$ cat src/vlpd_pkg.sv
// types and constants shared by the length-prefixed packet deframer
// no dependencies
`default_nettype none

package vlpd_pkg;

   localparam int STATUS_W = 3;
   localparam int BYTE_W   = 8;
   localparam int PLEN_W   = 16;

   localparam logic [STATUS_W-1:0] ST_DATA     = 3'd0;
   localparam logic [STATUS_W-1:0] ST_EMPTY    = 3'd1;
   localparam logic [STATUS_W-1:0] ST_OVERSIZE = 3'd2;
   localparam logic [STATUS_W-1:0] ST_TRUNC    = 3'd3;
   localparam logic [STATUS_W-1:0] ST_OVERFLOW = 3'd4;

   localparam logic [PLEN_W-1:0] MAX_LEN_RESET = 16'hFFFF;

   typedef struct packed {
      logic [STATUS_W-1:0] status;
      logic [BYTE_W-1:0]   payload_byte;
      logic                last_in_packet;
      logic [PLEN_W-1:0]   packet_length;
   } result_type;

   // zero, one or two results produced by one input transaction
   typedef struct packed {
      logic [1:0] count;
      result_type first;
      result_type second;
   } parse_out_type;

endpackage

`default_nettype wire

$ cat src/vlpd_req_if.sv
// input channel: one buffer byte and its end-of-buffer mark per transaction
// no dependencies
`default_nettype none

interface vlpd_req_if;
   logic       valid;
   logic       ready;
   logic [7:0] data_byte;
   logic       end_of_buffer;

   modport source (output valid, output data_byte, output end_of_buffer, input ready);
   modport sink   (input valid, input data_byte, input end_of_buffer, output ready);
endinterface

`default_nettype wire

$ cat src/vlpd_rsp_if.sv
// result channel: one deframer result per transaction
// no dependencies
`default_nettype none

interface vlpd_rsp_if;
   logic        valid;
   logic        ready;
   logic [2:0]  status;
   logic [7:0]  payload_byte;
   logic        last_in_packet;
   logic [15:0] packet_length;

   modport source (output valid, output status, output payload_byte,
                   output last_in_packet, output packet_length, input ready);
   modport sink   (input valid, input status, input payload_byte,
                   input last_in_packet, input packet_length, output ready);
endinterface

`default_nettype wire

$ cat src/vlpd_parser.sv
// header/payload parser: parse state registers and per-byte decode logic
// depends on vlpd_pkg
`default_nettype none

module vlpd_parser #(
   parameter int LEN_BITS = 16
) (
   input  wire logic                    clock,
   input  wire logic                    reset,
   input  wire logic                    fire,
   input  wire logic [7:0]              data_byte,
   input  wire logic                    end_of_buffer,
   input  wire logic [15:0]             max_len,
   output vlpd_pkg::parse_out_type      parse_out
);
   import vlpd_pkg::*;

   localparam int HDR_MAX = (LEN_BITS + 6) / 7;
   localparam int CNT_W   = (HDR_MAX > 1) ? $clog2(HDR_MAX) : 1;
   localparam int PART_W  = LEN_BITS + 7;
   localparam int EXT_W   = (LEN_BITS > 16) ? LEN_BITS : 17;

   localparam logic [1:0] MODE_HEADER  = 2'd0;
   localparam logic [1:0] MODE_PAYLOAD = 2'd1;
   localparam logic [1:0] MODE_DROP    = 2'd2;

   logic [1:0]          mode_ff, mode_in;
   logic [LEN_BITS-1:0] acc_ff, acc_in;
   logic [CNT_W-1:0]    cnt_ff, cnt_in;
   logic [15:0]         rem_ff, rem_in;

   logic [6:0]          value_bits;
   logic                more;
   logic [4:0]          shamt;
   logic [PART_W-1:0]   part;
   logic                over;
   logic [LEN_BITS-1:0] acc_new;
   logic [EXT_W-1:0]    acc_new_ext;
   logic [EXT_W-1:0]    acc_old_ext;
   logic [15:0]         len_new_sat;
   logic [15:0]         len_old_sat;
   logic [15:0]         rem_dec;
   logic                last;
   parse_out_type       res;

   assign value_bits  = data_byte[6:0];
   assign more        = data_byte[7];
   assign shamt       = 5'(cnt_ff) * 5'd7;
   assign part        = PART_W'(value_bits) << shamt;
   assign over        = (|part[PART_W-1:LEN_BITS]) ||
                        (more && (int'(cnt_ff) + 1 >= HDR_MAX));
   assign acc_new     = acc_ff | part[LEN_BITS-1:0];
   assign acc_new_ext = EXT_W'(acc_new);
   assign acc_old_ext = EXT_W'(acc_ff);
   assign len_new_sat = (acc_new_ext > EXT_W'(17'h0FFFF)) ? 16'hFFFF : acc_new_ext[15:0];
   assign len_old_sat = (acc_old_ext > EXT_W'(17'h0FFFF)) ? 16'hFFFF : acc_old_ext[15:0];
   assign rem_dec     = (rem_ff != 16'd0) ? rem_ff - 16'd1 : rem_ff;
   assign last        = (rem_dec == 16'd0);

   always_comb begin
      mode_in = mode_ff;
      acc_in  = acc_ff;
      cnt_in  = cnt_ff;
      rem_in  = rem_ff;
      res     = '0;
      unique case (mode_ff)
         MODE_HEADER: begin
            if (over) begin
               res.count        = 2'd1;
               res.first.status = ST_OVERFLOW;
               mode_in          = end_of_buffer ? MODE_HEADER : MODE_DROP;
               acc_in           = '0;
               cnt_in           = '0;
               rem_in           = '0;
            end else if (more) begin
               if (end_of_buffer) begin
                  res.count               = 2'd1;
                  res.first.status        = ST_TRUNC;
                  res.first.packet_length = len_new_sat;
                  acc_in                  = '0;
                  cnt_in                  = '0;
               end else begin
                  acc_in = acc_new;
                  cnt_in = cnt_ff + CNT_W'(1);
               end
            end else begin
               acc_in = '0;
               cnt_in = '0;
               rem_in = '0;
               if (acc_new_ext > EXT_W'(max_len)) begin
                  res.count               = 2'd1;
                  res.first.status        = ST_OVERSIZE;
                  res.first.packet_length = len_new_sat;
                  mode_in                 = end_of_buffer ? MODE_HEADER : MODE_DROP;
               end else if (acc_new == '0) begin
                  res.count                = 2'd1;
                  res.first.status         = ST_EMPTY;
                  res.first.last_in_packet = 1'b1;
               end else if (end_of_buffer) begin
                  res.count               = 2'd1;
                  res.first.status        = ST_TRUNC;
                  res.first.packet_length = len_new_sat;
               end else begin
                  mode_in = MODE_PAYLOAD;
                  acc_in  = acc_new;
                  rem_in  = len_new_sat;
               end
            end
         end
         MODE_PAYLOAD: begin
            res.count                = 2'd1;
            res.first.status         = ST_DATA;
            res.first.payload_byte   = data_byte;
            res.first.last_in_packet = last;
            res.first.packet_length  = len_old_sat;
            rem_in                   = rem_dec;
            if (last || end_of_buffer) begin
               mode_in = MODE_HEADER;
               acc_in  = '0;
               cnt_in  = '0;
               rem_in  = '0;
            end
            if (!last && end_of_buffer) begin
               res.count                = 2'd2;
               res.second.status        = ST_TRUNC;
               res.second.packet_length = len_old_sat;
            end
         end
         default: begin
            if (end_of_buffer) begin
               mode_in = MODE_HEADER;
               acc_in  = '0;
               cnt_in  = '0;
               rem_in  = '0;
            end
         end
      endcase
   end

   always_ff @(posedge clock) begin
      if (reset) begin
         mode_ff <= MODE_HEADER;
         acc_ff  <= '0;
         cnt_ff  <= '0;
         rem_ff  <= '0;
      end else if (fire) begin
         mode_ff <= mode_in;
         acc_ff  <= acc_in;
         cnt_ff  <= cnt_in;
         rem_ff  <= rem_in;
      end
   end

   always_comb begin
      parse_out       = res;
      parse_out.count = fire ? res.count : 2'd0;
   end

endmodule

`default_nettype wire

$ cat src/vlpd_result_fifo.sv
// four-entry queue taking up to two results per cycle, one out per cycle when out_ready
// depends on vlpd_pkg
`default_nettype none

module vlpd_result_fifo (
   input  wire logic                    clock,
   input  wire logic                    reset,
   input  wire vlpd_pkg::parse_out_type parse_out,
   output logic                         room,
   output logic                         out_valid,
   input  wire logic                    out_ready,
   output vlpd_pkg::result_type         out_result
);
   import vlpd_pkg::*;

   result_type entry_ff [4];
   logic [1:0] head_ff, head_in;
   logic [1:0] tail_ff, tail_in;
   logic [2:0] count_ff, count_in;
   logic       pop;

   assign room       = (count_ff <= 3'd2);
   assign out_valid  = (count_ff != 3'd0);
   assign out_result = entry_ff[head_ff];
   assign pop        = out_valid && out_ready;

   always_comb begin
      head_in  = pop ? head_ff + 2'd1 : head_ff;
      tail_in  = tail_ff + parse_out.count;
      count_in = count_ff + 3'(parse_out.count) - 3'(pop);
   end

   always_ff @(posedge clock) begin
      if (reset) begin
         head_ff  <= '0;
         tail_ff  <= '0;
         count_ff <= '0;
      end else begin
         head_ff  <= head_in;
         tail_ff  <= tail_in;
         count_ff <= count_in;
      end
   end

   always_ff @(posedge clock) begin
      if (parse_out.count != 2'd0) begin
         entry_ff[tail_ff] <= parse_out.first;
      end
      if (parse_out.count == 2'd2) begin
         entry_ff[tail_ff + 2'd1] <= parse_out.second;
      end
   end

endmodule

`default_nettype wire

$ cat src/varint_length_packet_deframer_core.sv
// Length-prefixed packet deframer. Each input transaction carries one buffer
// byte; a LEB128 length header is parsed and that many payload bytes are
// passed on, with empty-packet, oversize, truncation and header-overflow
// results. One input transaction is taken per clock cycle unless input stalls
// (see below); each byte is held in an input register, and a result is offered
// on the result channel once it has been written into the result queue. A
// payload byte cut off by end of buffer yields two results; the four-entry
// result queue absorbs them, and input stalls only when it holds more than two.
// csr_write_data sets the largest accepted payload length (reset 65535).
// LEN_BITS sets the widest header value.
// depends on vlpd_pkg, vlpd_req_if, vlpd_rsp_if, vlpd_parser, vlpd_result_fifo
`default_nettype none

module varint_length_packet_deframer_core #(
   parameter int LEN_BITS = 16
) (
   input  wire logic        clock,
   input  wire logic        reset,
   vlpd_req_if.sink         req_bus,
   vlpd_rsp_if.source       rsp_bus,
   input  wire logic        csr_write_enable,
   input  wire logic [15:0] csr_write_data
);
   import vlpd_pkg::*;

   logic          in_valid_ff, in_valid_in;
   logic [7:0]    in_byte_ff;
   logic          in_eob_ff;
   logic [15:0]   max_len_ff;
   logic          room;
   logic          fire;
   logic          req_take;
   parse_out_type parse_out;
   result_type    out_result;

   assign fire        = in_valid_ff && room;
   assign req_bus.ready = !in_valid_ff || room;
   assign req_take    = req_bus.valid && req_bus.ready;
   assign in_valid_in = req_take || (in_valid_ff && !fire);

   always_ff @(posedge clock) begin
      if (reset) begin
         in_valid_ff <= 1'b0;
         max_len_ff  <= MAX_LEN_RESET;
      end else begin
         in_valid_ff <= in_valid_in;
         if (csr_write_enable) begin
            max_len_ff <= csr_write_data;
         end
      end
   end

   always_ff @(posedge clock) begin
      if (req_take) begin
         in_byte_ff <= req_bus.data_byte;
         in_eob_ff  <= req_bus.end_of_buffer;
      end
   end

   vlpd_parser #(
      .LEN_BITS (LEN_BITS)
   ) u_parser (
      .clock         (clock),
      .reset         (reset),
      .fire          (fire),
      .data_byte     (in_byte_ff),
      .end_of_buffer (in_eob_ff),
      .max_len       (max_len_ff),
      .parse_out     (parse_out)
   );

   vlpd_result_fifo u_result_fifo (
      .clock      (clock),
      .reset      (reset),
      .parse_out  (parse_out),
      .room       (room),
      .out_valid  (rsp_bus.valid),
      .out_ready  (rsp_bus.ready),
      .out_result (out_result)
   );

   assign rsp_bus.status         = out_result.status;
   assign rsp_bus.payload_byte   = out_result.payload_byte;
   assign rsp_bus.last_in_packet = out_result.last_in_packet;
   assign rsp_bus.packet_length  = out_result.packet_length;

endmodule

`default_nettype wire

$ cat src/flat_wrapper.sv
// flat-port wrapper written by rule: the top's interface ports become plain ports
module varint_length_packet_deframer_core_flat import vlpd_pkg::*;
#(
   parameter int LEN_BITS = 16
)
  (clock, reset, csr_write_enable, csr_write_data, req_bus_valid, req_bus_data_byte, req_bus_end_of_buffer, req_bus_ready, rsp_bus_valid, rsp_bus_status, rsp_bus_payload_byte, rsp_bus_last_in_packet, rsp_bus_packet_length, rsp_bus_ready);
  vlpd_req_if req_bus_i ();
  vlpd_rsp_if rsp_bus_i ();
  input  wire logic clock;
  input  wire logic reset;
  input  wire logic csr_write_enable;
  input  wire logic [15:0] csr_write_data;
  input wire logic [$bits(req_bus_i.valid)-1:0] req_bus_valid;
  input wire logic [$bits(req_bus_i.data_byte)-1:0] req_bus_data_byte;
  input wire logic [$bits(req_bus_i.end_of_buffer)-1:0] req_bus_end_of_buffer;
  output wire logic [$bits(req_bus_i.ready)-1:0] req_bus_ready;
  output wire logic [$bits(rsp_bus_i.valid)-1:0] rsp_bus_valid;
  output wire logic [$bits(rsp_bus_i.status)-1:0] rsp_bus_status;
  output wire logic [$bits(rsp_bus_i.payload_byte)-1:0] rsp_bus_payload_byte;
  output wire logic [$bits(rsp_bus_i.last_in_packet)-1:0] rsp_bus_last_in_packet;
  output wire logic [$bits(rsp_bus_i.packet_length)-1:0] rsp_bus_packet_length;
  input wire logic [$bits(rsp_bus_i.ready)-1:0] rsp_bus_ready;
  assign req_bus_i.valid = req_bus_valid;
  assign req_bus_i.data_byte = req_bus_data_byte;
  assign req_bus_i.end_of_buffer = req_bus_end_of_buffer;
  assign req_bus_ready = req_bus_i.ready;
  assign rsp_bus_valid = rsp_bus_i.valid;
  assign rsp_bus_status = rsp_bus_i.status;
  assign rsp_bus_payload_byte = rsp_bus_i.payload_byte;
  assign rsp_bus_last_in_packet = rsp_bus_i.last_in_packet;
  assign rsp_bus_packet_length = rsp_bus_i.packet_length;
  assign rsp_bus_i.ready = rsp_bus_ready;
  varint_length_packet_deframer_core #(.LEN_BITS(LEN_BITS)) u_core (.clock(clock), .reset(reset), .req_bus(req_bus_i), .rsp_bus(rsp_bus_i), .csr_write_enable(csr_write_enable), .csr_write_data(csr_write_data));
endmodule
$ cat config.mk
export PLATFORM = sky130hd
export DESIGN_NAME = varint_length_packet_deframer_core_flat
export DESIGN_NICKNAME = d
export VERILOG_FILES = /design/src/vlpd_pkg.sv /design/src/vlpd_req_if.sv /design/src/vlpd_rsp_if.sv /design/src/vlpd_parser.sv /design/src/vlpd_result_fifo.sv /design/src/varint_length_packet_deframer_core.sv /design/src/flat_wrapper.sv
export SDC_FILE = /design/constraint.sdc
export NUM_CORES = 1
export LEC_CHECK = 0
export ABC_AREA = 1
export BUFFER_PORTS_ARGS = -buffer_cell sky130_fd_sc_hd__buf_2
export CELL_PAD_IN_SITES_DETAIL_PLACEMENT = 0
export CELL_PAD_IN_SITES_GLOBAL_PLACEMENT = 1
export CORE_AREA = 2 2 160 162
export DETAILED_ROUTE_END_ITERATION = 12
export DIE_AREA = 0 0 162 164
export PLACE_DENSITY_LB_ADDON = 0.2
export SYNTH_ARGS = -nofsm -noshare
export SYNTH_HDL_FRONTEND = slang
export SYNTH_SLANG_ARGS = --single-unit
$ cat constraint.sdc
create_clock -name clock -period 2.9 [get_ports clock]
set_input_delay 0.145 -clock clock [delete_from_list [all_inputs] [get_ports clock]]
set_output_delay 0.145 -clock clock [all_outputs]
set_load 0.02 [all_outputs]
Word level (Yosys, flattened, before mapping) --
Memories as Yosys holds them, arrays and structs flattened. A register that Yosys moved wholly into a read port is not among the register bits. Cells that the tools add are included.
Storage, ports and cells: logic and storage cells 117, bits in registers 69, memories 1, memory bits (writable) 112
Cells by class: reductions and logical operators 24, magnitude comparators 5, add/sub/neg operators 8, multiplexer cells 59, equality and inequality tests 6, bitwise gates (word level) 1, shift-type cells 1, multipliers 1
Memories:
- u_core.u_result_fifo.entry_ff | words 4, width 28, read ports 1, clocked after memory_dff 1, wr ports 2, line vlpd_result_fifo.sv:16 | result_type entry_ff [4];
Operator list (count):
- 16-bit two-way mux | 22
- 16-bit one-hot mux with 2 select lines | 2
- 2-bit two-way mux | 17
- 17-bit one-hot mux with 2 select lines | 1
- 16-bit greater-than comparator, second input constant | 2
- 16-bit zero test | 2
- 7-bit by 5-bit left shift with 23-bit output | 1
- 5-bit two-way mux | 4
- 17-bit two-way mux | 1
- 16-bit greater-than comparator | 1
- 16-bit bitwise OR | 1
- 16-bit nonzero test | 1
- 16-bit by 1-bit subtractor with 16-bit output, second input constant | 1
- 5-bit one-hot mux with 2 select lines | 1
- 8-bit two-way mux | 1
- 4-bit != test, second input constant | 2
- 2-bit one-hot mux with 2 select lines | 2
- 1-bit two-way mux | 7
- 7-bit OR reduction | 1
- 2-bit by 1-bit adder with 2-bit output, second input constant | 3
- 1-bit logical AND | 6
- 3-bit AND reduction | 2
- 6-bit AND reduction | 1
- 3-bit nonzero test | 2
- 16 further kinds | 21

Longest topological paths before layout --
depth in word-level cells 13, depth in mapped cells 23, depth with buffers taken out 23

Modules after synthesis --
Synthesis repeated with hierarchy kept, for this count alone.
Unflattened totals: cells, all modules 1369, area total of the unflattened synthesis 10850.4 µm²
Modules (own cells, without submodules):
- vlpd_result_fifo | times used 1, area an instance 6054.6 µm², cells an instance 614, sequential area each 3543.4 µm²
- vlpd_parser | times used 1, area an instance 3823.7 µm², cells an instance 668, sequential area each 720.7 µm²
- varint_length_packet_deframer_core | times used 1, area an instance 972.2 µm², cells an instance 87, sequential area each 610.6 µm²

Worst setup path after synthesis --
OpenSTA, ideal clock, no wires.
kind register to register, start point reg u_core.u_parser.cnt_ff[0], end point reg u_core.u_result_fifo.count_ff[2], stages on the path, launching flop included 22, period minus slack after synthesis 3009 ps, data required time 2780 ps, data arrival time 2889 ps, buffers on the path 0, library setup time 120 ps, path slack -109 ps, cells stage by stage dfxtp_1 -> inv_2 -> nand2_1 -> o21ai_1 -> ha_1 -> nand2_1 -> inv_1 -> nand3_1 -> nor3_1 -> nand2_1 -> nand2_1 -> nand2_1 -> nand2_1 -> a21oi_1 -> nand2_1 -> nand2_2 -> ha_1 -> inv_1 -> ha_1 -> fa_1 -> o21ai_0 -> a21oi_1
Between the ends: cells in the longest elaborated chain, start to end 12, elaborated cells between the ends (all ways) 18
RTL lines:
- start, declared | line vlpd_parser.sv:29 | logic [CNT_W-1:0] cnt_ff, cnt_in;
- start signal, assigned | line vlpd_parser.sv:149 | cnt_ff <= cnt_in;
- parallel branches: the longest is 7 deep, another holds 16-bit greater-than comparator
- 5-bit two-way mux * | line vlpd_parser.sv:68 | if (over) begin
- 5-bit one-hot mux with 2 select lines * | line vlpd_parser.sv:66 | unique case (mode_ff)
- 2-bit two-way mux * | line vlpd_parser.sv:156 | parse_out.count = fire ? res.count : 2'd0;
- 3-bit by 2-bit adder with 3-bit output * | line vlpd_result_fifo.sv:30 | count_in = count_ff + 3'(parse_out.count) - 3'(pop);
- 3-bit by 1-bit subtractor with 3-bit output * | line vlpd_result_fifo.sv:30
- end signal, assigned | line vlpd_result_fifo.sv:41 | count_ff <= count_in;
- end, declared | line vlpd_result_fifo.sv:19 | logic [2:0] count_ff, count_in;
Mark *: on every way between the ends. A chain may end at the register's enable or synchronous reset.

==> metrics.yaml <==
min_from: "rsp_bus_ready"
grt_use_total: 0.248
setup-violations-final: 187
finalClockSkew_ps: 12.5
numCtsBuffers: 17
fin_ws_ps: -184
vias_per_cell: 5.29
ys.flop_type: "dfxtp_1"
synth_top_area_frac: 0.243
min_period_over_period: 1.06
cp.arrival_ps: 3460
synth_most_common_cell: "nand2_1"
hp-class: "in -> reg"
h-tree-depth: 4
synth_edf_count: 81
endpoint_kind: "register"
grt_max_degree: 57
combPwrFrac: 0.423
syn_area_um2: 10000
place.gp.congestion: 0.872
seq_area_frac_synth: 0.447
hold-path-cell-count: 4
clock_latency_ps: 450
cts_sinks: 183
hold_viol_final: 0
routed_wl_um: 34000
peakVddDrop_uv: 346
maxClockFrequency_ghz: 0.324
cp.required_ps: 3270
p_leak_nw: 5.89
ant_nets: 0
placed_area_um2: 11700
synth.area.top_cells: "edfxtp_1 (24%), dfxtp_1 (20%), nand2_1 (9.9%)"
rsz0062_at_grt: "true"
synth_seq_cells: 183
ys_types: 39
critPathLaunchType: "register"
diodes: 0
start_util: 0.404
clockPowerShare: 0.239
reg2reg_depth: 24
final_cell_area_um2: 13700
synth_cells: 1357
routed-via-count: 10200
rows: 58
ioPinCount: 60
p_seq_frac: 0.338
slowest_stage: "dfxtp_4"
cap_violations: 0
io_buffers: 59
yosys-top-cells-count: "nand2_1 (263), nor2_1 (188), nand3_1 (143), o21ai_0 (142), a21oi_1 (120)"
async_flop_share: 0
r2r_slack_ps: -180
grt-ovfl-total: 0
cts_buffer_depth: 2
power.total_w: 0.00953
drt-pass1-iter-count: 5
nets: 1635
drc: 0
dieArea_um2: 26600
antenna_found_initial: 0
grt_pass1_wl_um: 51100
critical_path.cell_chain: "clkinvlp_4 > buf_6 > nand2_4 > o21ai_4 > ha_4 > a21oi_2 > nor2_1 > nor3_1 > nand2_1 > nand2_1 > nand2_1 > nand2_2 > nand2_2 > a21oi_2 > nand2_1 > nand2_2 > buf_4 > buf_8 > nand2_8 > clkbuf_16 > clkbuf_16 > nand3_1 > nand2_1 > nor2_1"
cpPeakStageDelay_ps: 410
synth_fp_nets: 1410
drt-initial-drc-count: 812
min_to: "u_core.u_result_fifo.head_ff[0]"
cp.buffers_inverters: 6
rr_startpoint: "u_core.u_parser.cnt_ff[0]"
worstMarginPinSlew_ps: 932
post-synth-top-area-cell: "edfxtp_1"
internal_power_w: 0.00576
fp.dieH_um: 164
switching_power_w: 0.00377
root_buffer: "clkbuf_16"
crit_path_frequent_cell: "nand2_1"
relSlewSlack: 0.378
avgSynthCellArea_um2: 7.38
dp_hpwl_um: 23000
violations: "setup timing"
clk_pin_slew_ps: 70
fill_cells: 2405
yosys_warnings: 0
power_density_nw_per_um2: 698
path_class: "reg -> reg"
grt_pass1_vias: 9368
dp_slack_ps: -318
tritoncts: "done"
crit_fanout: 10
area_growth_syn_to_layout_pct: 36.3
design.core.area_um2: 24800
slew_viol_final: 0
die_x_um: 162
p_sw_frac: 0.396
avgRoutedWirePerCell_um: 17.7
status: "complete, but fails checks"
r2r-end: "u_core.u_result_fifo.entry_ff[3][20]"
critical_path.top_delay_family: "simple AND/OR/NAND/NOR gates"
min_period_ps: 3080
layout-drive-gt1-share: 0.261
[how the worst max path moves through the flow]
stage                                   start                                    to  slack (ps)  cells after the start
global placement    u_core.u_parser.cnt_ff[1]      u_core.u_result_fifo.count_ff[2]        -310                     20
floorplan           u_core.u_parser.cnt_ff[0]      u_core.u_result_fifo.count_ff[2]         -40                     21
global route        u_core.u_parser.cnt_ff[0]      u_core.u_result_fifo.count_ff[1]        -360                     21
CTS                 u_core.u_parser.cnt_ff[0]      u_core.u_result_fifo.count_ff[1]         -80                     21
finish              u_core.u_parser.cnt_ff[0]  u_core.u_result_fifo.entry_ff[3][20]        -180                     24
detailed placement  u_core.u_parser.cnt_ff[1]      u_core.u_result_fifo.count_ff[1]        -320                     20
[cell type report]
cell class / count / area [um^2] / share of cell area
Multi-Input combinational cell: 988 / 5370 / 0.393
Clock inverter: 15 / 135 / 0.00990
Clock buffer: 17 / 425 / 0.0312
Inverter: 107 / 417 / 0.0305
Timing Repair inverter: 3 / 22.5 / 0.00165
Tap cell: 330 / 413 / 0.0302
Sequential cell: 183 / 4480 / 0.328
Timing Repair Buffer: 282 / 2390 / 0.175
[routing by layer]
layer,up-vias,part of all wire,GRT usage
li1,5037,-,-
met1,4749,0.45,0.331
met2,328,0.47,0.415
met3,64,0.047,0.0343
met4,0,0.029,0.0825
met5,-,0,0
[layout by cell type, fill, tap and decap left out, types with 6 or more instances in the layout]
master         instances
nor2_2                 9
nand2_4               10
nand2_8                7
buf_2                 60
edfxtp_1              81
dlygate4sd3_1         26
nand2_2               15
o21ai_0              115
ha_4                   8
nor2_1               181
a21oi_2               28
dfxtp_1              100
nand2_1              243
o21ai_1               24
ha_1                  13
clkinvlp_4             6
nand3_1              135
clkbuf_16             25
nand3_2                8
nand4_1                6
a21oi_1               92
o21ai_2               11
buf_6                 18
inv_2                  7
buf_12                10
inv_1                 95
o22ai_1               36
buf_4                156
[worst reg2reg max path, delay by kind of cell, from the launching register on]
kind	cells	cell delay [ps]
flip-flops	1	410
adder cells (fa/ha/maj)	1	170
buffers and inverters	6	950
AO/OA/AOI/OAI	3	320
AND/OR/NAND/NOR	14	1160
[registers in the layout, indices dropped and copies added, names as in the netlist, 2 cells and up, named ones only]
| name | cells |
|---|---|
| u_core.u_parser.rem_ff | 16 |
| u_core.u_result_fifo.head_ff | 2 |
| u_core.u_parser.acc_ff | 16 |
| u_core.u_result_fifo.entry_ff | 112 |
| u_core.u_parser.cnt_ff | 2 |
| u_core.max_len_ff | 16 |
| u_core.u_parser.mode_ff | 2 |
| u_core.u_result_fifo.count_ff | 3 |
| u_core.u_result_fifo.tail_ff | 2 |
| u_core.in_byte_ff | 8 |
[metrics by stage]
step | hold slack [ps] | util | setup TNS, ps | cells
2_1_floorplan | 244 | - | -39.3 | 1357
3_3_place_gp | 323 | 0.472 | -27460 | 1833
3_5_place_dp | 324 | 0.472 | -27160 | 1833
4_1_cts | 97.9 | 0.521 | -97.8 | 1906
5_1_grt | 164 | 0.550 | -48100 | 1925
6_report | 121 | 0.550 | -16520 | 1925
[repair_timing]
item | in CTS | in global routing
pin swaps | 21 | 22
hold buffers | 26 | 0
hold endpoints to repair | 26 | 0
endpoints found under the setup margin | 187 | 203
gates resized for setup | 65 | 125
setup buffers | 13 | 7
gates cloned | 2 | 12
[logic make-up (layout without fill, tap and decap cells)]
group                      after synthesis  in the layout  synth area share
and+or+nand+nor                        626            627             0.263
DFF                                    183            183             0.447
xor gates and xnor gates                10             10           0.00874
AOI/OAI and AO/OA                      328            328             0.172
buffers and inverters                  187            424            0.0799
adders and majority gates               23             23            0.0295
[power by group through the flow]
stage	clock (W)	sequential (W)	combinational, W
detailed placement	0	0.00323	0.00352
finish	0.00228	0.00322	0.00403
global placement	0	0.00323	0.00350
CTS	0.00231	0.00319	0.00371
global route	0.00241	0.00325	0.00441
floorplan	0	0.00320	0.00220
(Power assumes the default switching activity.)
